<file path="config.mk">
export PLATFORM = sky130hd
export DESIGN_NAME = mas_div
export DESIGN_NICKNAME = d
export VERILOG_FILES = /design/src/rtl/core/assert_macros.svh /design/src/rtl/core/mas_div.sv
export SDC_FILE = /design/constraint.sdc
export NUM_CORES = 1
export LEC_CHECK = 0
export BUFFER_PORTS_ARGS = -buffer_cell sky130_fd_sc_hd__buf_2
export CAP_MARGIN = 10
export CORE_ASPECT_RATIO = 1.75
export CORE_MARGIN = 1
export CORE_UTILIZATION = 50
export CTS_CLUSTER_SIZE = 8
export DETAILED_ROUTE_END_ITERATION = 8
export PLACE_DENSITY_LB_ADDON = 0.25
export SYNTH_ARGS = -nofsm -noshare
export SYNTH_HDL_FRONTEND = slang
export SYNTH_SLANG_ARGS = --single-unit
</file>
<file path="constraint.sdc">
create_clock -name clk -period 2.8 [get_ports clk]
set_clock_uncertainty 0.05 [all_clocks]
set_input_delay 0.14 -clock clk [delete_from_list [all_inputs] [get_ports clk]]
set_output_delay 0.14 -clock clk [all_outputs]
set_load 0.01 [all_outputs]
</file>
<file path="src/rtl/core/assert_macros.svh">
// Assertion macros for the RTL folder
`ifndef ASSERT_MACROS_SVH
`define ASSERT_MACROS_SVH
`ifndef ASSERT_OFF
`define ASSERT_IMP(label, clk, rst_n, cond) \
  label: assert property (@(posedge clk) disable iff (!rst_n) (cond)) else $error("assert failed");
`define ASSERT_NEXT(label, clk, rst_n, ante, cons) \
  label: assert property (@(posedge clk) disable iff (!rst_n) (ante) |=> (cons)) else $error("assert failed");
`else
`define ASSERT_IMP(label, clk, rst_n, cond)
`define ASSERT_NEXT(label, clk, rst_n, ante, cons)
`endif
`endif

</file>
<file path="src/rtl/core/mas_div.sv">
// ----------------------------------------------------------------------------
// mas_div
// Radix-2 restoring divider: 33-bit dividend by 27-bit divisor, 17-bit quotient.
// ----------------------------------------------------------------------------
`default_nettype none
module mas_div (
  input  wire logic        clk,
  input  wire logic        rst_n,
  input  wire logic        start,
  input  wire logic [32:0] num,
  input  wire logic [26:0] den,
  output logic             done,
  output logic [16:0]      quo
);
  logic [27:0] rem_r, rem_nxt;
  logic [32:0] num_r;
  logic [16:0] quo_r;
  logic [5:0]  cnt_r;
  logic        busy_r;
  logic [27:0] trial;
  logic        q_ok;

  // quotient is known below 2^17, so only its low 17 bits are kept
  always_comb begin
    trial   = {rem_r[26:0], num_r[32]};
    q_ok    = trial >= {1'b0, den};
    rem_nxt = q_ok ? trial - {1'b0, den} : trial;
  end

  always_ff @(posedge clk) begin
    if (!rst_n) begin
      busy_r <= 1'b0;
      cnt_r  <= '0;
    end else if (start) begin
      busy_r <= 1'b1;
      cnt_r  <= 6'd33;
      rem_r  <= '0;
      num_r  <= num;
      quo_r  <= '0;
    end else if (busy_r) begin
      rem_r <= rem_nxt;
      num_r <= {num_r[31:0], 1'b0};
      quo_r <= {quo_r[15:0], q_ok};
      cnt_r <= cnt_r - 6'd1;
      if (cnt_r == 6'd1) busy_r <= 1'b0;
    end
  end

  assign done = busy_r && (cnt_r == 6'd1);
  always_comb quo = {quo_r[15:0], q_ok};
endmodule
`default_nettype wire
</file>
# After elaboration in Yosys (flattened, before gate mapping)
# Cells that the tools add are included.
# word_totals
register_bits,83
inputBits,63
out_inout_bits,18
wordCells,25
# classes
n_addsub,2
n_lt_le_gt_ge,1
n_eq_ne,1
mux,10
bitwise,1
reduce_logical,4
# ops
operator,count
$mux 33,2
$mux 27,2
$ge 28x27->1,1
$sub 27x27->27,1
$mux 16,1
$mux 6,2
$eq 6x1->1 const B,1
$sub 6x1->6 const B,1
$mux 1,3
$reduce_and 2->1,1
$reduce_bool 2->1,1
$reduce_or 2->1,1
$logic_and 1x1->1,1
$not 1->1,1

# Longest topological paths before layout
# Gate-level depths: netlist of the first run.
# depth
depth_word,4
depth_mapped,15
mapped_depth_nobuf,13

# Worst setup path before layout of the first run
# OpenSTA, ideal clock, no wires.
# synth_path
path_kind,register -> register
startpoint,register num_r[32]
endpoint,register rem_r[26] (data pin)
setup_time_ns,0.266
arrival_time_ns,2.541
t_required_ns,2.484
slack_ns,-0.056
stages_incl_launch_ff,16
path_buffers,2
period_less_slack_ns,2.856
path_cell_list,edfxtp_1 -> inv_1 -> ha_1 -> fa_1 -> nor2b_1 -> o21a_1 -> a21boi_4 -> a2111oi_4 -> nor3_2 -> a21oi_2 -> nor2_4 -> inv_2 -> buf_6 -> buf_12 -> mux2i_1 -> nor2_1
# synth_between
elab_chain_cells,3
elab_cells_between_ends,4
classes_between,add/sub: 1; order compare: 1; mux: 2
# synth_lines
element,line,text
start: declaration,mas_div.sv:16,logic [32:0] num_r;
start signal: assignment,mas_div.sv:38,num_r <= num;
start signal: assignment,mas_div.sv:42,"num_r <= {num_r[31:0], 1'b0};"
$sub 27x27->27 or $ge 28x27->1 (tied branches),"mas_div.sv:27, mas_div.sv:26",
$mux 27 *,mas_div.sv:27,"rem_nxt = q_ok ? trial - {1'b0, den} : trial;"
$mux 27 *,mas_div.sv:40,end else if (busy_r) begin
end signal: assignment,mas_div.sv:41,rem_r <= rem_nxt;
end: declaration,mas_div.sv:15,"logic [27:0] rem_r, rem_nxt;"
# Mark *: on every way between the ends. The rest lies on a longest branch, timed or not. The select of a mux whose other input is x is not followed.
# A chain may end at the register's enable or synchronous reset.

# Worst setup path in the final report of the first run
# layout_path
startpoint,register num_r[32]
endpoint,register rem_r[20] (data pin)
# The elaborated chain is that of the path after synthesis.

==> results of run 1 <==
-- cell type report --
type                    count  area [µm²]
clock buffers               9         225
fillers                   789        3280
clock inverters             7        51.3
repair buffers            144         983
flip-flops and latches     83        2420
inverters                  42         160
well taps                 125         156
multi-input cells         332        2630
-- cells in the mapped netlist (2+ instances only) --
| cell | number | area, µm² |
|---|---|---|
| o211ai_1 | 2 | 15.0 |
| inv_1 | 41 | 154 |
| nor2b_1 | 19 | 119 |
| mux2_2 | 32 | 360 |
| edfxtp_1 | 76 | 2280 |
| and3_1 | 6 | 37.5 |
| a21oi_1 | 21 | 105 |
| nand4_1 | 3 | 18.8 |
| xor2_1 | 7 | 61.3 |
| a211oi_1 | 8 | 60.1 |
| buf_2 | 2 | 10.0 |
| nor4_1 | 2 | 12.5 |
| nor3_1 | 5 | 25.0 |
| buf_1 | 2 | 7.51 |
| a31oi_1 | 4 | 25.0 |
| or3_1 | 4 | 25.0 |
| clkbuf_1 | 12 | 45.0 |
| o31ai_1 | 4 | 30.0 |
| ha_1 | 29 | 363 |
| nand2_1 | 22 | 82.6 |
| o21ai_0 | 16 | 80.1 |
| mux2i_1 | 19 | 190 |
| a21boi_0 | 4 | 30.0 |
| xnor2_1 | 19 | 166 |
| o21bai_1 | 2 | 15.0 |
| dfxtp_1 | 7 | 140 |
| nor2_1 | 55 | 206 |
| o21a_1 | 4 | 30.0 |
| a21o_1 | 12 | 90.1 |
| nand3_1 | 10 | 50.1 |
| a2111oi_4 | 2 | 55.1 |
-- sequential cells by signal, summed over array words and instances (netlist names) --
name and cells:
busy_r 1, rem_r 27, cnt_r 6, num_r 33, quo_r 16
-- power groups by stage --
stage	clock network (mW)	logic (mW)	registers (mW)
floorplan	0	0.720	1.55
global route	1.19	1.35	1.55
global placement	0	1.02	1.56
finish	1.13	1.24	1.54
detailed placement	0	1.04	1.56
CTS	1.14	1.17	1.54
-- cell usage in the layout, fill, tap and decap left out, drive strengths merged, types with 3 or more instances in the layout --
cell      n
inv      45
dfxtp     7
clkbuf    9
nor2     56
nor3      6
nor2b    19
xor2      7
a31oi     4
a21oi    22
mux2     32
o21a      4
nand3    10
mux2i    19
o21ai    17
nand4     3
a21o     12
a21boi    5
o31ai     4
or3       4
nand2    22
xnor2    19
buf     144
and3      6
a211oi    8
ha       29
edfxtp   76
-- per-layer routing --
layer  global-route usage  part of all wire  vias to the layer above
li1                     -                 -                     1979
met1                0.250              0.38                     1941
met2                0.438              0.54                      126
met3               0.0450             0.045                       42
met4                0.137             0.038                        0
met5                    0                 0                        -
-- stage by stage --
stage	total power, mW	cell area (µm²)	std cells
5_1_grt	4.09	6630	742
3_5_place_dp	2.60	5940	701
2_1_floorplan	2.27	5160	476
4_1_cts	3.85	6480	733
6_report	3.90	6630	742
3_3_place_gp	2.58	5940	701
-- cells by family after synthesis --
| kind of cell | Yosys count | share of synthesized area |
|---|---|---|
| simple gates | 135 | 0.127 |
| buf+inv | 61 | 0.0503 |
| fa+ha+maj | 30 | 0.0743 |
| xor+xnor | 26 | 0.0442 |
| flops | 83 | 0.470 |
| compound gates | 90 | 0.127 |
| mux | 51 | 0.107 |
-- worst min path at each step --
stage | startpoint | to | slack (ns) | cells past startpoint
2_1_floorplan | rst_n | cnt_r[0] | 0.24 | 1
3_3_place_gp | rst_n | cnt_r[0] | 0.37 | 2
3_5_place_dp | rst_n | cnt_r[5] | 0.37 | 2
4_1_cts | rst_n | cnt_r[0] | 0.01 | 2
5_1_grt | rst_n | cnt_r[0] | 0.02 | 2
6_report | rst_n | cnt_r[0] | 0.02 | 2
-- what timing repair did --
action                                 CTS  global route
gates resized for setup                 19            21
buffers inserted                        14            10
endpoints found under the hold margin    0             0
setup endpoints to repair               27            29
cloned                                   2             0
pin swaps                               15            13
==> results_dict.tcl, run 1 <==
set metrics [dict create \
    status "finished, violations left" \
    drive_gt1_frac 0.366 \
    dieArea_um2 10700 \
    core_area_um2 9910 \
    finalHoldViolations 0 \
    path_cells "inv_2 -> ha_4 -> fa_2 -> nor2b_1 -> o21a_1 -> a21boi_4 -> a2111oi_4 -> nor3_2 -> a21oi_2 -> nor2_4 -> inv_4 -> buf_6 -> buf_12 -> mux2i_2 -> nor2_1" \
    synthesis.nets 569 \
    vdd_drop_max_v 0.000442 \
    netlist-cell-type-count 56 \
    yosysSeqAreaShare 0.470 \
    grt_max_degree 59 \
    period_minus_slack_ns 2.95 \
    ff2ff_setup_slack_ns -0.15 \
    critical_path_buf_inv_count 4 \
    drtPass1Iterations 4 \
    vias_per_cell 5.51 \
    worst_pin_slew_ns 0.502 \
    rsz0062_at_grt "true" \
    die_w_um 78.7 \
    synth_edf_count 76 \
    ys_async_sr_fraction 0 \
    crit_arrival_ns 2.99 \
    max_cap_violations 0 \
    p_clk_frac 0.289 \
    required_ns 2.83 \
    r2r-start "num_r[32]" \
    crit_family "compound AO/OA/AOI/OAI gates" \
    p_sw_mw 1.19 \
    antenna_found_initial 0 \
    synthFlopType "edfxtp_1" \
    dpl.hpwl_um 8320 \
    cts_tree "done" \
    syn2layout_area_growth_pct 28.6 \
    min_path_type "primary input to flip-flop" \
    antennaDiodeCount 0 \
    p_leak_nw 2.88 \
    setup_viol 27 \
    clockRootBuffer "clkbuf_16" \
    gp_congestion 0.921 \
    cp.depth 15 \
    critPathCaptureType "flip-flop" \
    failed_checks "negative setup slack" \
    worstPathMaxFanout 7 \
    start_util 0.520 \
    swShare 0.304 \
    cts_buffers 9 \
    critPathKind "flip-flop to flip-flop" \
    r2r-end "rem_r[20]" \
    grt_use_total 0.239 \
    grt_pass1_vias 4252 \
    ys.warnings.count 0 \
    io-pin-count 81 \
    utilization 0.669 \
    p_int_mw 2.72 \
    synthCells 476 \
    slew-limit-headroom 0.660 \
    preCtsSetupSlack_ns -0.134 \
    timing.final.crit_share 1.05 \
    whs_ns 0.0227 \
    detail-route-antenna-nets 0 \
    clock_latency_ns 0.34 \
    finalMaxSlewViolations 0 \
    syn_area_um2 5150 \
    fmax_mhz 339 \
    power_frac_comb 0.317 \
    cp-start-kind "flip-flop" \
    p_seq_frac 0.394 \
    finalSetupTns_ns -2.50 \
    critPathLaunch "num_r[32]" \
    syn_area_per_cell_um2 10.8 \
    reg2reg_depth 15 \
    dr.first_iter.drc_count 182 \
    wl_per_cell_um 16.1 \
    crit_slowest_cell "edfxtp_1" \
    power_density_nw_per_um2 589 \
    max_stage_delay_ns 0.39 \
    cts_sinks 83 \
    die_h_um 136 \
    grt_pass1_wl_um 19600 \
    cts_buffer_depth 2 \
    rows 48 \
    numPortBuffers 80 \
    layout.nets 705 \
    via_count 4088 \
    drt_wl_total_um 12000 \
    htree_levels 3 \
    postCtsHoldBufs 0 \
    worst_slack_ns -0.151 \
    setup.worst_path.end "rem_r[20]" \
    ys_ff_latch 83 \
    post-route-drc-count 0 \
    grt_overflow_total 0 \
    clk_pin_slew_ns 0.07 \
]
No activity file was read; power rests on OpenSTA's default activity.
==> run 2, diff against run 1 <==
--- a/config.mk
+++ b/config.mk
@@ -8,7 +8,7 @@
 export BUFFER_PORTS_ARGS = -buffer_cell sky130_fd_sc_hd__buf_2
 export CAP_MARGIN = 10
 export CORE_ASPECT_RATIO = 1.75
-export CORE_MARGIN = 1
+export CORE_MARGIN = 2
 export CORE_UTILIZATION = 50
 export CTS_CLUSTER_SIZE = 8
 export DETAILED_ROUTE_END_ITERATION = 8
==> run 2 against run 1 <==
Net effect:
- the run still ends with negative setup slack left
- setup slack worse by 0.060 ns
- combinational power about the same
- design area increased by 1.6%
- sequential share of layout area fell by 0.59 points
- highest routed layer unchanged
==> results_dict.tcl, run 2 (same netlist as run 1, synthesis figures left out) <==
set metrics [dict create \
    setup_viol 27 \
    max_cap_violations 0 \
    preCtsSetupSlack_ns -0.186 \
    dr.first_iter.drc_count 126 \
    cts_buffers 9 \
    final_area_um2 6730 \
    slew-limit-headroom 0.645 \
    drt_wl_total_um 12100 \
    p_total_mw 4.12 \
    die_h_um 138 \
    grt_use_total 0.221 \
    detail-route-antenna-nets 0 \
    rsz0062_at_grt "true" \
    worst_pin_slew_ns 0.532 \
    whs_ns 0.0265 \
    cts_buffer_depth 2 \
    via_count 4004 \
    finalMaxSlewViolations 0 \
    cts_tree "done" \
    syn2layout_area_growth_pct 30.7 \
    grt_overflow_total 0 \
    critPathKind "flip-flop to flip-flop" \
    vias_per_cell 5.33 \
    max_stage_delay_ns 0.38 \
    required_ns 2.90 \
    antenna_found_initial 0 \
    utilization 0.662 \
    status "finished, violations left" \
    gp_congestion 0.903 \
    path_cells "inv_2 -> ha_4 -> fa_2 -> nor2b_1 -> o21a_1 -> a21boi_4 -> a2111oi_4 -> nor3_2 -> a21oi_2 -> nor2_4 -> inv_4 -> buf_12 -> buf_6 -> buf_4 -> nor2_2 -> a211oi_2" \
    grt_pass1_vias 4165 \
    worstPathMaxFanout 6 \
    cp-start-kind "flip-flop" \
    post-route-drc-count 0 \
    critPathCaptureType "flip-flop" \
    worst_slack_ns -0.211 \
    drtPass1Iterations 4 \
    start_util 0.506 \
    timing.final.crit_share 1.08 \
    dieArea_um2 11200 \
    die_w_um 80.7 \
    numPortBuffers 80 \
    failed_checks "negative setup slack" \
    wl_per_cell_um 16.1 \
    layout.nets 712 \
    finalHoldViolations 0 \
    grt_max_degree 55 \
    power_density_nw_per_um2 611 \
    layout_common_cells "buf_2 (79), edfxtp_1 (76), buf_4 (59), nor2_1 (54), inv_1 (39)" \
    htree_levels 3 \
    fmax_mhz 332 \
    vdd_drop_max_v 0.000409 \
    drive_gt1_frac 0.373 \
    p_leak_nw 2.95 \
    largest_reg_flops 33 \
    mostFrequentLayoutCell "buf_2" \
    reg_top3 "num_r x33, rem_r x27, quo_r x16" \
    period_minus_slack_ns 3.01 \
    core_area_um2 10200 \
    regMostFlops "num_r" \
    dpl.hpwl_um 8380 \
    clockRootBuffer "clkbuf_16" \
    antennaDiodeCount 0 \
    crit_arrival_ns 3.11 \
    placed_area_um2 6020 \
    clk_pin_slew_ns 0.07 \
    crit_slowest_cell "edfxtp_1" \
    grt_pass1_wl_um 19100 \
    min_path_type "primary input to flip-flop" \
    cts_sinks 83 \
    clock_latency_ns 0.34 \
    io-pin-count 81 \
    rows 49 \
]
-- run 2: cell types whose count changed in the layout (fill, tap and decap cells not counted), sizes merged --
cell	previous run	this run
buf	144	151
bufinv	0	2
clkinvlp	2	0
clkinv	2	1
inv	45	46
-- run 2: worst paths after layout --
| path | startpoint | to | slack [ns] | cells past startpoint |
|---|---|---|---|---|
| worst max-delay path | num_r[32] | rem_r[0] | -0.21 | 16 |
| worst min-delay path | num[0] | num_r[0] | 0.03 | 2 |
| worst max register to register | num_r[32] | rem_r[0] | -0.21 | 16 |
| worst min register to register | cnt_r[1] | cnt_r[1] | 0.47 | 2 |
-- run 2: timing repair --
action	CTS	global route
cloned	1	0
endpoints found under the setup margin	27	29
hold buffers	0	0
setup buffers	10	11
pin swaps	7	9
gates resized for setup	17	20
-- run 2: power by group --
part,internal (mW),switching [mW]
logic,0.635,0.615
registers,1.49,0.0512
clock network,0.799,0.530
total,2.92,1.20
-- run 2: area by class of cell --
type	count	area [µm²]
timing repair buffer	151	1030
tap	127	159
clock inverter	7	105
inverter	42	160
sequential	83	2420
fill	844	3440
multi-input combinational	332	2640
clock buffer	9	225
-- run 2: critical path, delay by kind of cell, from the launching register on --
kind | cells | cell delay [ns]
and+or+nand+nor | 4 | 0.33
AOI/OAI and AO/OA | 5 | 1.01
adders and majority gates | 2 | 0.49
DFF | 1 | 0.38
buffers and inverters | 5 | 0.55
-- run 2: per-layer routing --
| metal | vias to the layer above | track usage | part of all wire |
|---|---|---|---|
| li1 | 2002 | - | - |
| met1 | 1876 | 0.236 | 0.38 |
| met2 | 100 | 0.400 | 0.55 |
| met3 | 26 | 0.0457 | 0.043 |
| met4 | 0 | 0.105 | 0.027 |
| met5 | - | 0 | 0 |
-- run 2: through the flow --
| stage | cells | setup TNS [ns] |
|---|---|---|
| 2_1_floorplan | 476 | 0 |
| 3_3_place_gp | 713 | -0.201 |
| 3_5_place_dp | 713 | -0.909 |
| 4_1_cts | 740 | -3.22 |
| 5_1_grt | 751 | -6.18 |
| 6_report | 751 | -2.90 |
